===== src/sv/orl_pkg.sv =====
// Shared types, codes and sizes for the ordered record list.
`timescale 1ns / 1ps
package orl_pkg;

	localparam int DEPTH       = 64;
	localparam int CODE_BITS   = 16;
	localparam int CODE_PORT_W = 16;
	localparam int POS_W       = 7;
	localparam int IDX_W       = $clog2(DEPTH);
	localparam int CNT_W       = $clog2(DEPTH + 1);
	localparam int CMP_W       = (CNT_W > POS_W) ? CNT_W : POS_W;

	localparam logic [2:0] OP_INS_HEAD = 3'd0;
	localparam logic [2:0] OP_INS_TAIL = 3'd1;
	localparam logic [2:0] OP_INS_AT   = 3'd2;
	localparam logic [2:0] OP_DEL_HEAD = 3'd3;
	localparam logic [2:0] OP_DEL_TAIL = 3'd4;
	localparam logic [2:0] OP_DEL_AT   = 3'd5;
	localparam logic [2:0] OP_FIND     = 3'd6;

	localparam logic [2:0] STAT_OK       = 3'd0;
	localparam logic [2:0] STAT_EMPTY    = 3'd1;
	localparam logic [2:0] STAT_BADPOS   = 3'd2;
	localparam logic [2:0] STAT_FULL     = 3'd3;
	localparam logic [2:0] STAT_NOTFOUND = 3'd4;

	typedef struct packed {
		logic [CODE_BITS-1:0] country;
		logic [CODE_BITS-1:0] city;
		logic [CODE_BITS-1:0] rest;
	} rec_t;

	typedef enum logic [1:0] {
		SH_HOLD,
		SH_INS,
		SH_DEL,
		SH_ROT
	} shift_op_t;

	typedef struct packed {
		shift_op_t        op;
		logic [IDX_W-1:0] idx;
	} cell_cmd_t;

	typedef enum logic [1:0] {
		ST_IDLE,
		ST_SEARCH,
		ST_REPORT
	} state_t;

	typedef struct packed {
		logic             searching;
		logic [CNT_W-1:0] count;
	} ctrl_mon_t;

endpackage


===== src/sv/orl_cell.sv =====
// One record cell of the chain: holds a record, takes from a neighbour or the new record on shifts.
`timescale 1ns / 1ps
module orl_cell (
	input  logic                       clk,
	input  orl_pkg::cell_cmd_t         cmd,
	input  logic [orl_pkg::IDX_W-1:0]  my_idx,
	input  orl_pkg::rec_t              left,
	input  orl_pkg::rec_t              right,
	input  orl_pkg::rec_t              new_rec,
	output orl_pkg::rec_t              rec
);

	orl_pkg::rec_t rec_q;

	always_ff @(posedge clk) begin
		unique case (cmd.op)
			orl_pkg::SH_HOLD: rec_q <= rec_q;
			orl_pkg::SH_INS: begin
				if (my_idx > cmd.idx) begin
					rec_q <= left;
				end else if (my_idx == cmd.idx) begin
					rec_q <= new_rec;
				end
			end
			orl_pkg::SH_DEL: begin
				if (my_idx >= cmd.idx) begin
					rec_q <= right;
				end
			end
			orl_pkg::SH_ROT: rec_q <= right;
			default: rec_q <= rec_q;
		endcase
	end

	assign rec = rec_q;

endmodule


===== config.mk =====
export PLATFORM = sky130hd
export DESIGN_NAME = orl_cell
export DESIGN_NICKNAME = d
export VERILOG_FILES = /design/src/sv/orl_pkg.sv /design/src/sv/orl_cell.sv
export SDC_FILE = /design/constraint.sdc
export NUM_CORES = 1
export LEC_CHECK = 0
export BUFFER_PORTS_ARGS = -buffer_cell sky130_fd_sc_hd__buf_2
export CORE_UTILIZATION = 40
export CTS_BUF_LIST = sky130_fd_sc_hd__clkbuf_2 sky130_fd_sc_hd__clkbuf_4 sky130_fd_sc_hd__clkbuf_8
export CTS_CLUSTER_DIAMETER = 30
export DETAILED_ROUTE_END_ITERATION = 10
export GPL_TIMING_DRIVEN = 0
export PLACE_DENSITY_LB_ADDON = 0.05
export SYNTH_ARGS = -nofsm -noshare
export SYNTH_HDL_FRONTEND = slang
export SYNTH_SLANG_ARGS = --single-unit

===== constraint.sdc =====
create_clock -name clk -period 4.3 [get_ports clk]
set_input_delay 0.215 -clock clk [delete_from_list [all_inputs] [get_ports clk]]
set_output_delay 0.215 -clock clk [all_outputs]
set_load 0.02 [all_outputs]

* Yosys cells after proc, flatten, opt, wreduce, memory -nomap -nowiden
Index checks and enable logic that the tools add are counted. W data, S select, Z words.
Storage, ports and cells: input bits 159, register bits after elaboration 48, logic and storage cells 18, output and inout port bits 48
Operators by class: $lt $le $gt $ge 2, bitwise logic cells 1, reduce and logical (&&, ||, !) cells 2, multiplexer cells 4, equal/unequal tests 6
Operators by type and width (count):
- $mux W48 | 3
- $pmux W48 S3 | 1
- $eq A6 B6 Y1 | 1
- $ge A6 B6 Y1 | 1
- $gt A6 B6 Y1 | 1
- $eq A2 B2 Y1 const B | 2
- $ne A3 B3 Y1 const B | 1
- $reduce_and A3 Y1 | 1
- $eq A2 B1 Y1 const B | 1
- $logic_not A2 Y1 | 1
- $ne A2 B2 Y1 const B | 1
- $not A1 Y1 | 1

* Logic depth before layout (Yosys ltp)
depth in word-level cells 4, gate-level depth with buffers 9, depth with buffers taken out 6

* Worst setup path after synthesis
No wires, ideal clock.
path kind input to register, from input cmd[5] (netlist name), to register rec_q (netlist bit rec[0]), enable pin, stages 7, arrival 3624 ps, setup slack 193 ps, cell sequence inv_1 -> ha_1 -> nand2_1 -> o21a_1 -> clkbuf_1 -> clkbuf_1 -> a31oi_1
On the way: longest elaborated chain between the ends 3, elaborated cells between the ends (all ways) 6, those cells by class 2 x order compare; 3 x eq/ne; 1 x reduce/logical
RTL lines:
- start: declaration | RTL line orl_cell.sv:5 | input orl_pkg::cell_cmd_t cmd,
- $gt A6 B6 Y1 (tied with other cells) | RTL line orl_cell.sv:19 | if (my_idx > cmd.idx) begin
- $ne A3 B3 Y1 (no line) or $ne A2 B2 Y1 (tied branches)
- $reduce_and A3 Y1 (no line) *
- end signal: assignment | RTL line orl_cell.sv:17 | orl_pkg::SH_HOLD: rec_q <= rec_q;
- end signal: assignment | RTL line orl_cell.sv:20 | rec_q <= left;
- end signal: assignment | RTL line orl_cell.sv:22 | rec_q <= new_rec;
- end: declaration | RTL line orl_cell.sv:13 | orl_pkg::rec_t rec_q;
Mark *: on every way between the ends. The rest lies on a longest branch, timed or not. A chain may end at the register's enable or synchronous reset.

* Final worst setup path
from input cmd[5] (netlist name), to register rec_q (netlist bit rec[5]), enable pin
The elaborated chain is that of the path after synthesis.

==> results.json <==
{
  "vdd_ir_drop_max_mv": 0.156,
  "grt_start_max_net_pins": 27,
  "core_um2": 7770,
  "share_of_flip_flops_with_an_asynchronous_set_or_reset_pct": 0,
  "ctsHtreeMaxLevel": 2,
  "cellInternalPower_mw": 0.987,
  "critPathRequiredTime_ps": 4360,
  "finalWorstPathRequiredPeriod_ps": 2630,
  "final_nets": 726,
  "synth-edff-count": 48,
  "critical_hold_path_startpoint": "left[27]",
  "max-clock-path-buffers": 2,
  "share_seq_of_total_power_pct": 43.6,
  "most-common-layout-cells": "210 x buf_2, 50 x a21oi_1, 49 x nor2b_1, 49 x nor2_1",
  "clock-sinks": 48,
  "detail_route.vias_per_cell": 5.30,
  "maxSlewViolCount": 0,
  "worst_hold_path.num_cells": 2,
  "antenna-diode-count": 0,
  "drt-wirelength-per-cell_um": 15.7,
  "portion_of_total_power_attributed_to_combinational_logic_pct": 33.6,
  "cts_hold_repair.buffers": 0,
  "power.switching_fraction_pct": 32.6,
  "initial_core_util_pct": 41.6,
  "floorplan.die.width_um": 91.8,
  "synthesis.instances": 348,
  "wire_length_of_the_first_global_routing_pass_mm": 16.3,
  "synth_nets": 513,
  "syn2layout_area_growth_pct": 40.1,
  "grt.busiest_layer": "met2",
  "numCtsBuffers": 5,
  "holdPathEnd": "rec[27]",
  "cell_area_after_synthesis_um2": 3230,
  "fmax_mhz": 380,
  "wirelength_mm": 10.4,
  "worstSetupStartpointType": "input port",
  "synth_warnings": 0,
  "holdCritPathClass": "in2reg",
  "grtUsageTotal_pct": 24.3,
  "half_perimeter_wire_length_of_the_detailed_placement_result_mm": 7.62,
  "use_met2_pct": 41.5,
  "drc": 0,
  "synth_area_per_cell_um2": 9.28,
  "netlist-cell-type-count": 22,
  "die_height_um": 91.8,
  "gp_routability_congestion": 0.787,
  "ioPinCount": 207,
  "finalSetupViolCount": 0,
  "drt_first_pass_iters": 4,
  "synth_top_flop_cell": "edfxtp_1",
  "outcome": "completed",
  "synth.yosys.seq_area_share_pct": 44.7,
  "cp_max_fo": 26,
  "met1_usage_pct": 31.2,
  "critical-path-slowest-cell": "clkbuf_1",
  "antenna_violating_nets_post_route": 0,
  "die-area_um2": 8430,
  "timing_hold_violations_final": 0,
  "number_of_buffers_inserted_by_port_buffering": 205,
  "crit_top_cell": "clkbuf_1",
  "clock_power_share_pct": 22.8,
  "data_arrival_time_of_the_critical_path_ps": 2700,
  "via_count_of_the_first_global_routing_pass": 3390,
  "root_buffer": "clkbuf_8",
  "power.switching_mw": 0.477,
  "grt_setup_unrepaired": "no",
  "power_per_cell_area_nw_per_um2": 324,
  "cts_tree": "built",
  "hold-worst-slack_ps": 214,
  "post-layout-total-power_mw": 1.46,
  "yosys_register_bits": 48,
  "worst_path_largest_cell_delay_ps": 480,
  "std_cell_rows": 32,
  "detail_route.iter0.violations": 148,
  "clkSlewWorstSetupHoldPaths_ps": 100,
  "cap_violations": 0,
  "antenna_violations_before_repair": 0,
  "most_common_cell_after_layout_fill_and_taps_aside": "buf_2",
  "vias": 3519,
  "timing_worst_slew_pin_value_ps": 874,
  "met3_layer_usage_reported_by_global_route_pct": 5.47,
  "overflow": 0,
  "cp_cell_sequence": "buf_2 -> inv_1 -> ha_1 -> a21oi_1 -> o21a_1 -> clkbuf_1 -> clkbuf_1 -> a31oi_4 -> buf_12",
  "post-route-period-util_pct": 61.3,
  "largest_register_ffs": 48,
  "layout-drive-gt1-share_pct": 39.7,
  "post_cts_setup_buffer_count": 0,
  "leakage_nw": 2.17,
  "cts_resized": 0,
  "max_slew_margin_pct": 41.7,
  "critPathCaptureType": "register",
  "worst_setup_path_type": "in2reg"
}
[worst max-delay path by stage]
stage	from	to	slack, ps	cells after the start
after floorplan	cmd[5]	rec[0]	190	7
after global placement	cmd[5]	rec[26]	-1500	8
after detailed placement	cmd[5]	rec[35]	1310	9
after CTS	cmd[5]	rec[22]	1630	9
after global routing	cmd[5]	rec[38]	1440	9
final	cmd[5]	rec[5]	1670	9
[routing by layer]
metal | part of all wire, % | vias to the layer above
met4 | 1.4 | 0
met5 | 0 | -
met1 | 42 | 1645
met2 | 48 | 162
met3 | 8.4 | 13
li1 | - | 1699
[synthesized netlist by cell type, types with 2 or more instances]
cell,number,area [um2]
nand2_1,2,7.51
nand3_1,48,240
clkbuf_1,23,86.3
nor2_1,49,184
inv_1,7,26.3
o211a_1,48,480
buf_6,3,33.8
buf_2,5,25.0
ha_1,6,75.1
nor2b_1,49,307
a21oi_1,50,250
edfxtp_1,48,1440
[worst max-delay path, delay by kind of cell]
family	cells	cell delay (ps)
buffers and inverters	5	1290
adders and majority gates	1	310
AOI/OAI and AO/OA	3	860
[power groups by stage]
stage | Combinational (mW) | Sequential, mW | Clock, mW
6_report | 0.491 | 0.639 | 0.334
5_1_grt | 0.532 | 0.646 | 0.352
4_1_cts | 0.493 | 0.639 | 0.336
3_5_place_dp | 0.492 | 0.649 | 0
3_3_place_gp | 0.479 | 0.655 | 0
2_1_floorplan | 0.173 | 0.768 | 0
[final cells by class]
type / instances / area [um2]
Tap cell: 102 / 128
Inverter: 7 / 26.3
Timing Repair Buffer: 206 / 1050
Clock buffer: 5 / 68.8
Fill cell: 740 / 3240
Buffer: 32 / 150
Clock inverter: 3 / 37.5
Multi-Input combinational cell: 261 / 1630
Sequential cell: 48 / 1440
[cell families after synthesis]
group / after synthesis / synth area share [%]
compound gates: 105 / 24.1
fa+ha+maj: 6 / 2.33
buf+inv: 39 / 5.46
flops: 48 / 44.7
simple gates: 150 / 23.4
[through the flow]
stage | utilization [%] | worst slack [ps] | TNS, ps | std cells | area [um2]
after floorplan | - | 193 | 0 | 348 | 3230
after global placement | 56.4 | -1500 | -71850 | 655 | 4380
after detailed placement | 56.9 | 1310 | 0 | 656 | 4420
after CTS | 58.2 | 1630 | 0 | 664 | 4520
after global routing | 58.2 | 1440 | 0 | 664 | 4520
final | 58.2 | 1670 | 0 | 664 | 4520
No activity file was read; power rests on OpenSTA's default activity.
