[src/sv/orl_pkg.sv]
// Shared types, codes and sizes for the ordered record list.
`timescale 1ns / 1ps
package orl_pkg;

	localparam int DEPTH       = 64;
	localparam int CODE_BITS   = 16;
	localparam int CODE_PORT_W = 16;
	localparam int POS_W       = 7;
	localparam int IDX_W       = $clog2(DEPTH);
	localparam int CNT_W       = $clog2(DEPTH + 1);
	localparam int CMP_W       = (CNT_W > POS_W) ? CNT_W : POS_W;

	localparam logic [2:0] OP_INS_HEAD = 3'd0;
	localparam logic [2:0] OP_INS_TAIL = 3'd1;
	localparam logic [2:0] OP_INS_AT   = 3'd2;
	localparam logic [2:0] OP_DEL_HEAD = 3'd3;
	localparam logic [2:0] OP_DEL_TAIL = 3'd4;
	localparam logic [2:0] OP_DEL_AT   = 3'd5;
	localparam logic [2:0] OP_FIND     = 3'd6;

	localparam logic [2:0] STAT_OK       = 3'd0;
	localparam logic [2:0] STAT_EMPTY    = 3'd1;
	localparam logic [2:0] STAT_BADPOS   = 3'd2;
	localparam logic [2:0] STAT_FULL     = 3'd3;
	localparam logic [2:0] STAT_NOTFOUND = 3'd4;

	typedef struct packed {
		logic [CODE_BITS-1:0] country;
		logic [CODE_BITS-1:0] city;
		logic [CODE_BITS-1:0] rest;
	} rec_t;

	typedef enum logic [1:0] {
		SH_HOLD,
		SH_INS,
		SH_DEL,
		SH_ROT
	} shift_op_t;

	typedef struct packed {
		shift_op_t        op;
		logic [IDX_W-1:0] idx;
	} cell_cmd_t;

	typedef enum logic [1:0] {
		ST_IDLE,
		ST_SEARCH,
		ST_REPORT
	} state_t;

	typedef struct packed {
		logic             searching;
		logic [CNT_W-1:0] count;
	} ctrl_mon_t;

endpackage

[src/sv/orl_ctrl.sv]
// Sequencer: decodes operations, drives the cell chain, walks finds, holds the result.
`timescale 1ns / 1ps
module orl_ctrl (
	input  logic                             clk,
	input  logic                             arst_n,
	input  logic                             req_valid,
	output logic                             req_ready,
	input  logic [2:0]                       opcode,
	input  logic [orl_pkg::POS_W-1:0]        position,
	input  logic [orl_pkg::CODE_PORT_W-1:0]  country_code,
	input  logic [orl_pkg::CODE_PORT_W-1:0]  city_code,
	input  logic [orl_pkg::CODE_PORT_W-1:0]  restaurant_code,
	input  orl_pkg::rec_t                    head,
	output orl_pkg::cell_cmd_t               cmd,
	output orl_pkg::rec_t                    new_rec,
	output logic                             rsp_valid,
	input  logic                             rsp_ready,
	output logic [2:0]                       status,
	output logic [orl_pkg::POS_W-1:0]        found_position,
	output logic [orl_pkg::CODE_PORT_W-1:0]  found_country,
	output logic [orl_pkg::CODE_PORT_W-1:0]  found_city,
	output logic [orl_pkg::POS_W-1:0]        entry_count,
	output orl_pkg::ctrl_mon_t               mon
);

	orl_pkg::state_t state_q, state_d;

	logic [orl_pkg::CNT_W-1:0]     count_q;
	logic [orl_pkg::IDX_W-1:0]     step_q;
	logic [orl_pkg::CODE_BITS-1:0] key_q;
	logic                          hit_q;
	logic [orl_pkg::IDX_W-1:0]     hit_pos_q;
	logic [orl_pkg::CODE_BITS-1:0] hit_country_q;
	logic [orl_pkg::CODE_BITS-1:0] hit_city_q;

	logic                          rsp_valid_q;
	logic [2:0]                    status_q;
	logic [orl_pkg::CNT_W-1:0]     fpos_q;
	logic [orl_pkg::CODE_BITS-1:0] fcountry_q;
	logic [orl_pkg::CODE_BITS-1:0] fcity_q;
	logic [orl_pkg::CNT_W-1:0]     rcount_q;

	logic                          accept;
	logic                          out_free;
	logic                          is_find;
	logic                          last_step;
	logic                          head_match;
	logic [orl_pkg::CMP_W-1:0]     pos_x;
	logic [orl_pkg::CMP_W-1:0]     cnt_x;
	logic [2:0]                    dec_status;
	orl_pkg::shift_op_t            dec_shift;
	logic [orl_pkg::CMP_W-1:0]     dec_idx;
	logic [orl_pkg::CNT_W-1:0]     dec_count;
	logic [orl_pkg::CNT_W-1:0]     hit_num;

	assign out_free  = !rsp_valid_q || rsp_ready;
	assign is_find   = (opcode == orl_pkg::OP_FIND);
	assign req_ready = (state_q == orl_pkg::ST_IDLE) && (out_free || is_find);
	assign accept    = req_valid && req_ready;
	assign last_step = (step_q == orl_pkg::IDX_W'(orl_pkg::DEPTH - 1));
	assign head_match = !hit_q && (orl_pkg::CNT_W'(step_q) < count_q)
		&& (head.rest == key_q);
	assign hit_num   = orl_pkg::CNT_W'(hit_pos_q) + orl_pkg::CNT_W'(1);

	assign pos_x = orl_pkg::CMP_W'(position);
	assign cnt_x = orl_pkg::CMP_W'(count_q);

	// Work out the target slot and the outcome of an insert or delete.
	always_comb begin
		dec_status = orl_pkg::STAT_OK;
		dec_shift  = orl_pkg::SH_HOLD;
		dec_idx    = '0;
		dec_count  = count_q;
		unique case (opcode)
			orl_pkg::OP_INS_HEAD, orl_pkg::OP_INS_TAIL, orl_pkg::OP_INS_AT: begin
				if (count_q == orl_pkg::CNT_W'(orl_pkg::DEPTH)) begin
					dec_status = orl_pkg::STAT_FULL;
				end else begin
					dec_shift = orl_pkg::SH_INS;
					dec_count = count_q + orl_pkg::CNT_W'(1);
					priority if (count_q == '0 || opcode == orl_pkg::OP_INS_HEAD
						|| (opcode == orl_pkg::OP_INS_AT
						&& pos_x <= orl_pkg::CMP_W'(1))) begin
						dec_idx = '0;
					end else if (opcode == orl_pkg::OP_INS_TAIL || pos_x >= cnt_x) begin
						dec_idx = cnt_x;
					end else begin
						dec_idx = pos_x - orl_pkg::CMP_W'(1);
					end
				end
			end
			orl_pkg::OP_DEL_HEAD, orl_pkg::OP_DEL_TAIL, orl_pkg::OP_DEL_AT: begin
				priority if (count_q == '0) begin
					dec_status = orl_pkg::STAT_EMPTY;
				end else if (opcode == orl_pkg::OP_DEL_HEAD
					|| (opcode == orl_pkg::OP_DEL_AT && pos_x == orl_pkg::CMP_W'(1))) begin
					dec_shift = orl_pkg::SH_DEL;
					dec_count = count_q - orl_pkg::CNT_W'(1);
				end else if (opcode == orl_pkg::OP_DEL_TAIL) begin
					dec_shift = orl_pkg::SH_DEL;
					dec_idx   = cnt_x - orl_pkg::CMP_W'(1);
					dec_count = count_q - orl_pkg::CNT_W'(1);
				end else if (pos_x == '0 || pos_x > cnt_x) begin
					dec_status = orl_pkg::STAT_BADPOS;
				end else begin
					dec_shift = orl_pkg::SH_DEL;
					dec_idx   = pos_x - orl_pkg::CMP_W'(1);
					dec_count = count_q - orl_pkg::CNT_W'(1);
				end
			end
			default: begin
			end
		endcase
	end

	// Next state.
	always_comb begin
		state_d = state_q;
		unique case (state_q)
			orl_pkg::ST_IDLE: begin
				if (accept && is_find) begin
					state_d = orl_pkg::ST_SEARCH;
				end
			end
			orl_pkg::ST_SEARCH: begin
				if (last_step) begin
					state_d = orl_pkg::ST_REPORT;
				end
			end
			orl_pkg::ST_REPORT: begin
				if (out_free) begin
					state_d = orl_pkg::ST_IDLE;
				end
			end
			default: state_d = orl_pkg::ST_IDLE;
		endcase
	end

	// Chain command: one shift on an accepted update, a full rotation during a find.
	always_comb begin
		cmd.op  = orl_pkg::SH_HOLD;
		cmd.idx = orl_pkg::IDX_W'(dec_idx);
		unique case (state_q)
			orl_pkg::ST_IDLE: begin
				if (accept && !is_find) begin
					cmd.op = dec_shift;
				end
			end
			orl_pkg::ST_SEARCH: cmd.op = orl_pkg::SH_ROT;
			orl_pkg::ST_REPORT: cmd.op = orl_pkg::SH_HOLD;
			default: cmd.op = orl_pkg::SH_HOLD;
		endcase
	end

	assign new_rec.country = orl_pkg::CODE_BITS'(country_code);
	assign new_rec.city    = orl_pkg::CODE_BITS'(city_code);
	assign new_rec.rest    = orl_pkg::CODE_BITS'(restaurant_code);

	always_ff @(posedge clk or negedge arst_n) begin
		if (!arst_n) begin
			state_q     <= orl_pkg::ST_IDLE;
			count_q     <= '0;
			rsp_valid_q <= 1'b0;
			hit_q       <= 1'b0;
		end else begin
			state_q <= state_d;
			if (state_q == orl_pkg::ST_IDLE && accept && !is_find) begin
				count_q     <= dec_count;
				rsp_valid_q <= 1'b1;
			end else if (state_q == orl_pkg::ST_REPORT && out_free) begin
				rsp_valid_q <= 1'b1;
			end else if (rsp_ready) begin
				rsp_valid_q <= 1'b0;
			end
			if (state_q == orl_pkg::ST_IDLE && accept) begin
				hit_q <= 1'b0;
			end else if (state_q == orl_pkg::ST_SEARCH && head_match) begin
				hit_q <= 1'b1;
			end
		end
	end

	// Payload registers: search context and the held result.
	always_ff @(posedge clk) begin
		if (state_q == orl_pkg::ST_IDLE && accept) begin
			key_q  <= new_rec.rest;
			step_q <= '0;
		end else if (state_q == orl_pkg::ST_SEARCH) begin
			step_q <= step_q + orl_pkg::IDX_W'(1);
		end
		if (state_q == orl_pkg::ST_SEARCH && head_match) begin
			hit_pos_q     <= step_q;
			hit_country_q <= head.country;
			hit_city_q    <= head.city;
		end
		if (state_q == orl_pkg::ST_IDLE && accept && !is_find) begin
			status_q   <= dec_status;
			fpos_q     <= '0;
			fcountry_q <= '0;
			fcity_q    <= '0;
			rcount_q   <= dec_count;
		end else if (state_q == orl_pkg::ST_REPORT && out_free) begin
			status_q   <= hit_q ? orl_pkg::STAT_OK : orl_pkg::STAT_NOTFOUND;
			fpos_q     <= hit_q ? hit_num : '0;
			fcountry_q <= hit_q ? hit_country_q : '0;
			fcity_q    <= hit_q ? hit_city_q : '0;
			rcount_q   <= count_q;
		end
	end

	assign rsp_valid      = rsp_valid_q;
	assign status         = status_q;
	assign found_position = orl_pkg::POS_W'(fpos_q);
	assign found_country  = orl_pkg::CODE_PORT_W'(fcountry_q);
	assign found_city     = orl_pkg::CODE_PORT_W'(fcity_q);
	assign entry_count    = orl_pkg::POS_W'(rcount_q);

	assign mon.searching = (state_q != orl_pkg::ST_IDLE);
	assign mon.count     = count_q;

endmodule

[config.mk]
export PLATFORM = sky130hd
export DESIGN_NAME = orl_ctrl
export DESIGN_NICKNAME = d
export VERILOG_FILES = /design/src/sv/orl_pkg.sv /design/src/sv/orl_ctrl.sv
export SDC_FILE = /design/constraint.sdc
export NUM_CORES = 1
export LEC_CHECK = 0
export ABC_AREA = 0
export BUFFER_PORTS_ARGS = -buffer_cell sky130_fd_sc_hd__buf_2
export CORE_MARGIN = 2
export CORE_UTILIZATION = 52
export DETAILED_ROUTE_END_ITERATION = 10
export GPL_ROUTABILITY_DRIVEN = 0
export PLACE_DENSITY_LB_ADDON = 0.3
export SLEW_MARGIN = 20
export SYNTH_ARGS = -nofsm -noshare
export SYNTH_HDL_FRONTEND = slang
export SYNTH_SLANG_ARGS = --single-unit
[constraint.sdc]
create_clock -name clk -period 9.04 [get_ports clk]
set_input_delay 0.452 -clock clk [delete_from_list [all_inputs] [get_ports clk]]
set_output_delay 0.452 -clock clk [all_outputs]
set_load 0.1 [all_outputs]
==> Word level (Yosys, flattened, before mapping) <==
Cells that the tools add are included.
{ "op_classes": {"n_addsub": 5, "shift": 0, "n_bitwise": 0, "magnitude_cmp": 4, "div": 0, "n_eq_ne": 15, "mul": 0, "mux": 45, "reduce_logical": 33} }
{ "op_table": {"columns": ["operator", "count"], "rows": [
  ["2-to-1 mux 7 bit", 8],
  ["2-to-1 mux 6 bit", 7],
  ["2-to-1 mux 16 bit", 2],
  ["2-to-1 mux 2 bit", 13],
  ["== test 16 bit", 1],
  ["zero test 7 bit", 2],
  ["case mux 7 bit (2 select lines)", 1],
  ["logical AND 1 bit", 12],
  ["case mux 2 bit (2 select lines)", 3],
  ["case mux 6 bit (2 select lines)", 1],
  ["== test 3 bit (second input constant)", 3],
  ["2-to-1 mux 3 bit", 3],
  ["adder 6 x 1 -> 7 bit (second input constant)", 1],
  ["adder 7 x 1 -> 7 bit (second input constant)", 1],
  ["== test 7 x 1 -> 1 bit (second input constant)", 1],
  ["== test 7 bit (second input constant)", 1],
  [">= comparator 7 bit", 1],
  ["greater-than comparator 7 bit", 1],
  ["less-or-equal comparator 7 x 1 -> 1 bit (second input constant)", 1],
  ["logical OR 1 bit", 7],
  ["less-than comparator 6 x 7 -> 1 bit", 1],
  ["subtractor 7 x 1 -> 7 bit (second input constant)", 1],
  ["adder 6 x 1 -> 6 bit (second input constant)", 1],
  ["== test 3 x 2 -> 1 bit (second input constant)", 2],
  ["15 further kinds", 27]
]} }
{ "totals": {"regBits": 120, "ramBits": 0, "rom_bits": 0, "mem_count": 0, "latchBits": 0, "word_cells": 116} }

==> Longest topological paths before layout <==
{ "depth": {"ltp_word": 9, "mapped_depth": 10, "ltp_nobuf": 8} }

==> Worst setup path before layout <==
Ideal clock, no wire load.
{ "synth_timing": {"path_kind": "flip-flop to output port", "from": "reg count_q (netlist bit cnt_x[6])", "to": "out cmd[1] (netlist name)", "path_slack_ps": 4195, "required_time_ps": 8588, "path_stages_with_launch": 10, "n_path_buf": 1, "t_arrival_ps": 4393, "cell_sequence": "dfrtp_1 -> clkbuf_1 -> inv_1 -> ha_1 -> a21oi_1 -> o21a_1 -> o31ai_1 -> a21oi_1 -> mux2_2 -> o22ai_1"} }
{ "synth_rtl": {"columns": ["element", "line_no", "rtl"], "rows": [
  ["start, declared", "orl_ctrl.sv:28", "logic [orl_pkg::CNT_W-1:0] count_q;"],
  ["start signal, assigned", "orl_ctrl.sv:168", "count_q <= dec_count;"],
  ["end, declared", "orl_ctrl.sv:14", "output orl_pkg::cell_cmd_t cmd,"]
]} }

==> metrics.md <==
| Metric | Value |
|---|---|
| Post-synthesis sequential area ratio | 0.5612 |
| Max_slew headroom | 0.4823 |
| CP Buf/Inv Count | 2 |
| Total power | 1910 uW |
| Startpoint types | flop |
| Max IR drop VDD | between 0.00015 and 0.0002 V |
| Placed Area | 0.006096 sq mm |
| N_diodes | 0 |
| Place WS | 5636 ps |
| Final ANT Viol Nets | 0 |
| Drt first pass iters | 5 |
| Cell mode on critical path | a21oi_1 |
| Worst slew pin tran | 772.3 ps |
| Peak Freq | 0.2509 GHz |
| Clk buf depth | 2 |
| Post-DR vias/cell | 5.497 |
| CP max stage delay | 540 ps |
| Compound-cell area share of the yosys netlist | 0.1430 |
| Hold path startpoint | head[34] |
| Area grow syn2layout | 20.97% |
| Status | finished, final reports clean |
| Max Cap Viol | 0 |
| Register area | approximately 0.0031 sq mm |
| CP Capture Type | output port |
| Drt initial violations | 377 |
| Die Ht | roughly 110 microns |
| Reg2reg start | cnt_x[6] |
| Row cnt | 37 |
| DIE WIDTH | approximately 110 microns |
| Num CTS Buffers | 17 |
| H-tree lvl count | 4 |
| CTS tree | yes |
| RSZ-0062 raised after global routing | no |
| Pwr dens | 286.0 mW/mm^2 |
| Syn avg cell area | approximately 12 sq um |
| Worst EP required | 8590 ps |
| Io pins | 225 |
| Worst setup slack after layout | 5055 ps |
| Share of cells above drive strength 1 | 0.3394 |
| Vias in the first global route | 3,909 |
| Worst min-delay path class | in -> reg |
| CP top delay family | compound AO/OA/AOI/OAI gates |
| Synth Cell Area | 0.005520 sq mm |
| Worst r2r path cells | 8 |
| Top_reg_cell synth | edfxtp_1 |
| Post-synth EDFFs | 64 |
| Fin. max-slew vios | 0 |
| Main combinational cell family by area after synthesis | compound AO/OA/AOI/OAI gates |
| CTS Root Cell | clkbuf_8 |
| Port bufs | between 150 and 200 |
| Number of synthesis warnings | 0 |
| Ratio of final minimum period to clock period | 0.4408 |
| Clock skew | 9.353 ps |
| Starting Density | 0.5347 |
| DR vias | 4,084 |
| Hold worst-path end | hit_country_q[2] |
| Total Wirelength | 12,140 microns |
| Adder and majority gate portion of the synthesized area | 0.04080 |
| Gate Count Post-Synth | approximately 480 |
| First-pass GRT wire length | 19,010 microns |
| CP arrival | 3530 ps |
| Multi-input logic area | between 0.0015 and 0.002 sq mm |
| Register-to-register path setup slack | 6140 ps |
| Critical path class | reg -> out |
| CP max FO | 10 |
| Post-synth cell types | 55 |
| Synth Register Bits | 120 |
| Hold depth | 1 |
| Fillers | 819 |
| Simple-Gate Fraction of Synth Area | 0.09474 |
| Mux contribution to synthesized area | 0.01677 |
| Async SR Flop Fraction | 0.09167 |
| GR Util All Layers | 0.2158 |
| Remaining DRCs | 0 |
| Clock sinks | 120 |
| Leakage power | between 0.002 and 0.003 uW |
| Placed wire-length estimate | 8840 microns |
| Critical path, cell by cell | inv_1 > ha_1 > a21oi_1 > o21a_1 > o31ai_1 > a21oi_1 > mux2_2 > o22ai_1 > buf_2 |
| Slowest CP cell | dfrtp_1 |
| Clk slew on worst S/H paths | 60 ps |
| Setup TNS | 0 ps |
| Largest net degree at the start of global routing | 42 |
| Synthesized net count | 604 |
| Tmin final | 3985 ps |
| Fin. Hold Viols | 0 |
| Post-CTS setup buffers | 0 |
| Critical R2R Capture | entry_count[4] |
| Total grt overflow | 0 |
| Post-route cell area | 0.006678 sq mm |
| Setup violations, final | 0 |
| Die Area | 0.01146 sq mm |
| Initial antenna violation count | 0 |
| Xor and xnor fraction of the mapped netlist area | 0.05394 |
| Final net count | ~720 |
| Worst skew pair latency | 500 ps |
| Core Area | 0.01032 sq mm |
| Routed WL per cell | 16.34 microns |
==> through the flow <==
step,utilization,std cells,hold slack [ps]
global placement,0.5905,710,340.7
CTS,0.6468,743,98.78
finish,0.6468,743,123.4
global route,0.6468,743,96.84
detailed placement,0.5905,710,343.1
floorplan,-,476,156.4
==> what timing repair did <==
item                                   in CTS  in global routing
resized for setup                           0                  0
hold buffers                                1                  0
endpoints found under the hold margin      11                  0
==> layer usage <==
metal	global-route usage	vias to the layer above	routed length, microns
met4	0.1030	0	302
li1	-	1939	-
met1	0.2732	1893	5020
met2	0.3454	219	5879
met3	0.05532	33	940
met5	0	-	0
==> cells in the mapped netlist (all sizes together), types with 2 or more instances <==
master	count	area [sq um]
o31ai	5	37.54
edfxtp	64	1922
buf	52	385.4
dfxtp	45	900.9
nand2	32	120.1
a21o	4	30.03
o21a	2	15.01
a22o	33	289.0
xor2	20	175.2
nor4	4	25.02
nand4	7	43.79
nand3	6	30.03
nor2	19	73.82
and3	2	12.51
xnor2	14	122.6
a311oi	3	26.28
o21ai	19	95.09
a21oi	21	105.1
and2	4	25.02
nor3	12	65.06
mux2	2	22.52
or3	7	48.80
ha	18	225.2
clkbuf	13	48.80
o22ai	8	63.81
mux2i	7	70.07
nand2b	5	31.28
dfrtp	11	275.3
nor2b	3	18.77
inv	15	56.30
a31oi	3	18.77
==> power by group <==
group          switching, uW  leakage [uW]  internal, uW
logic                    451       0.00154           148
clock network            247      0.000283           386
registers               56.1       0.00108           621
==> state kept, by name (all words and copies together) (netlist names) <==
signal / cells
found_city: 16
found_country: 16
hit_city_q: 16
hit_country_q: 16
key_q: 16
cnt_x: 7
entry_count: 7
found_position: 7
hit_pos_q: 6
step_q: 6
status: 3
state_q: 2
hit_q: 1
rsp_valid: 1
==> kinds of logic after synthesis <==
group,count (synthesis)
AO/OA/AOI/OAI,110
XOR/XNOR,34
adder cells (fa/ha/maj),18
buffers and inverters,81
flip-flops,120
multiplexers,9
AND/OR/NAND/NOR,104
==> cell usage in the layout (no fill, tap or decap), types with 3 or more instances in the layout <==
cell type / instances
dfrtp_1: 11
a21o_1: 4
inv_1: 15
xnor2_1: 14
edfxtp_1: 64
dfxtp_1: 45
o31ai_1: 5
inv_6: 6
nor3_1: 10
nand4_1: 7
mux2i_1: 7
a21oi_1: 20
ha_1: 18
a22o_1: 33
clkinv_4: 3
a31oi_1: 3
clkbuf_16: 17
nor2_1: 18
nor4_1: 4
o22ai_1: 7
o21ai_0: 18
nand2_1: 32
xor2_1: 20
buf_4: 3
nand2b_1: 5
a311oi_1: 3
or3_1: 6
buf_2: 160
and2_1: 4
nand3_1: 6
nor2b_1: 3
==> layout make-up <==
type,instances,area share
clock inverters,14,0.01986
repair buffers,164,0.1248
well taps,136,0.02548
flip-flops and latches,120,0.4639
inverters,16,0.008994
clock buffers,18,0.06577
multi-input cells,275,0.2912
==> how the worst max path moves through the flow <==
stage                     start  slack, ps  depth (start not counted)     end
finish                 cnt_x[4]       5050                          9  cmd[1]
global route           cnt_x[6]       4740                          9  cmd[1]
CTS                    cnt_x[4]       5060                          9  cmd[1]
detailed placement     cnt_x[6]       5640                          9  cmd[1]
global placement    position[0]       5680                         10  cmd[1]
floorplan              cnt_x[6]       4190                          9  cmd[1]
==> worst register-to-register path, delay by kind of cell (launching register included) <==
kind,cells,cell delay [ps]
AO/OA/AOI/OAI,2,540
adder cells (fa/ha/maj),1,370
buffers and inverters,1,210
flip-flops,1,570
multiplexers,1,160
AND/OR/NAND/NOR,3,780
Note: power is estimated with default switching activity, not from simulation.
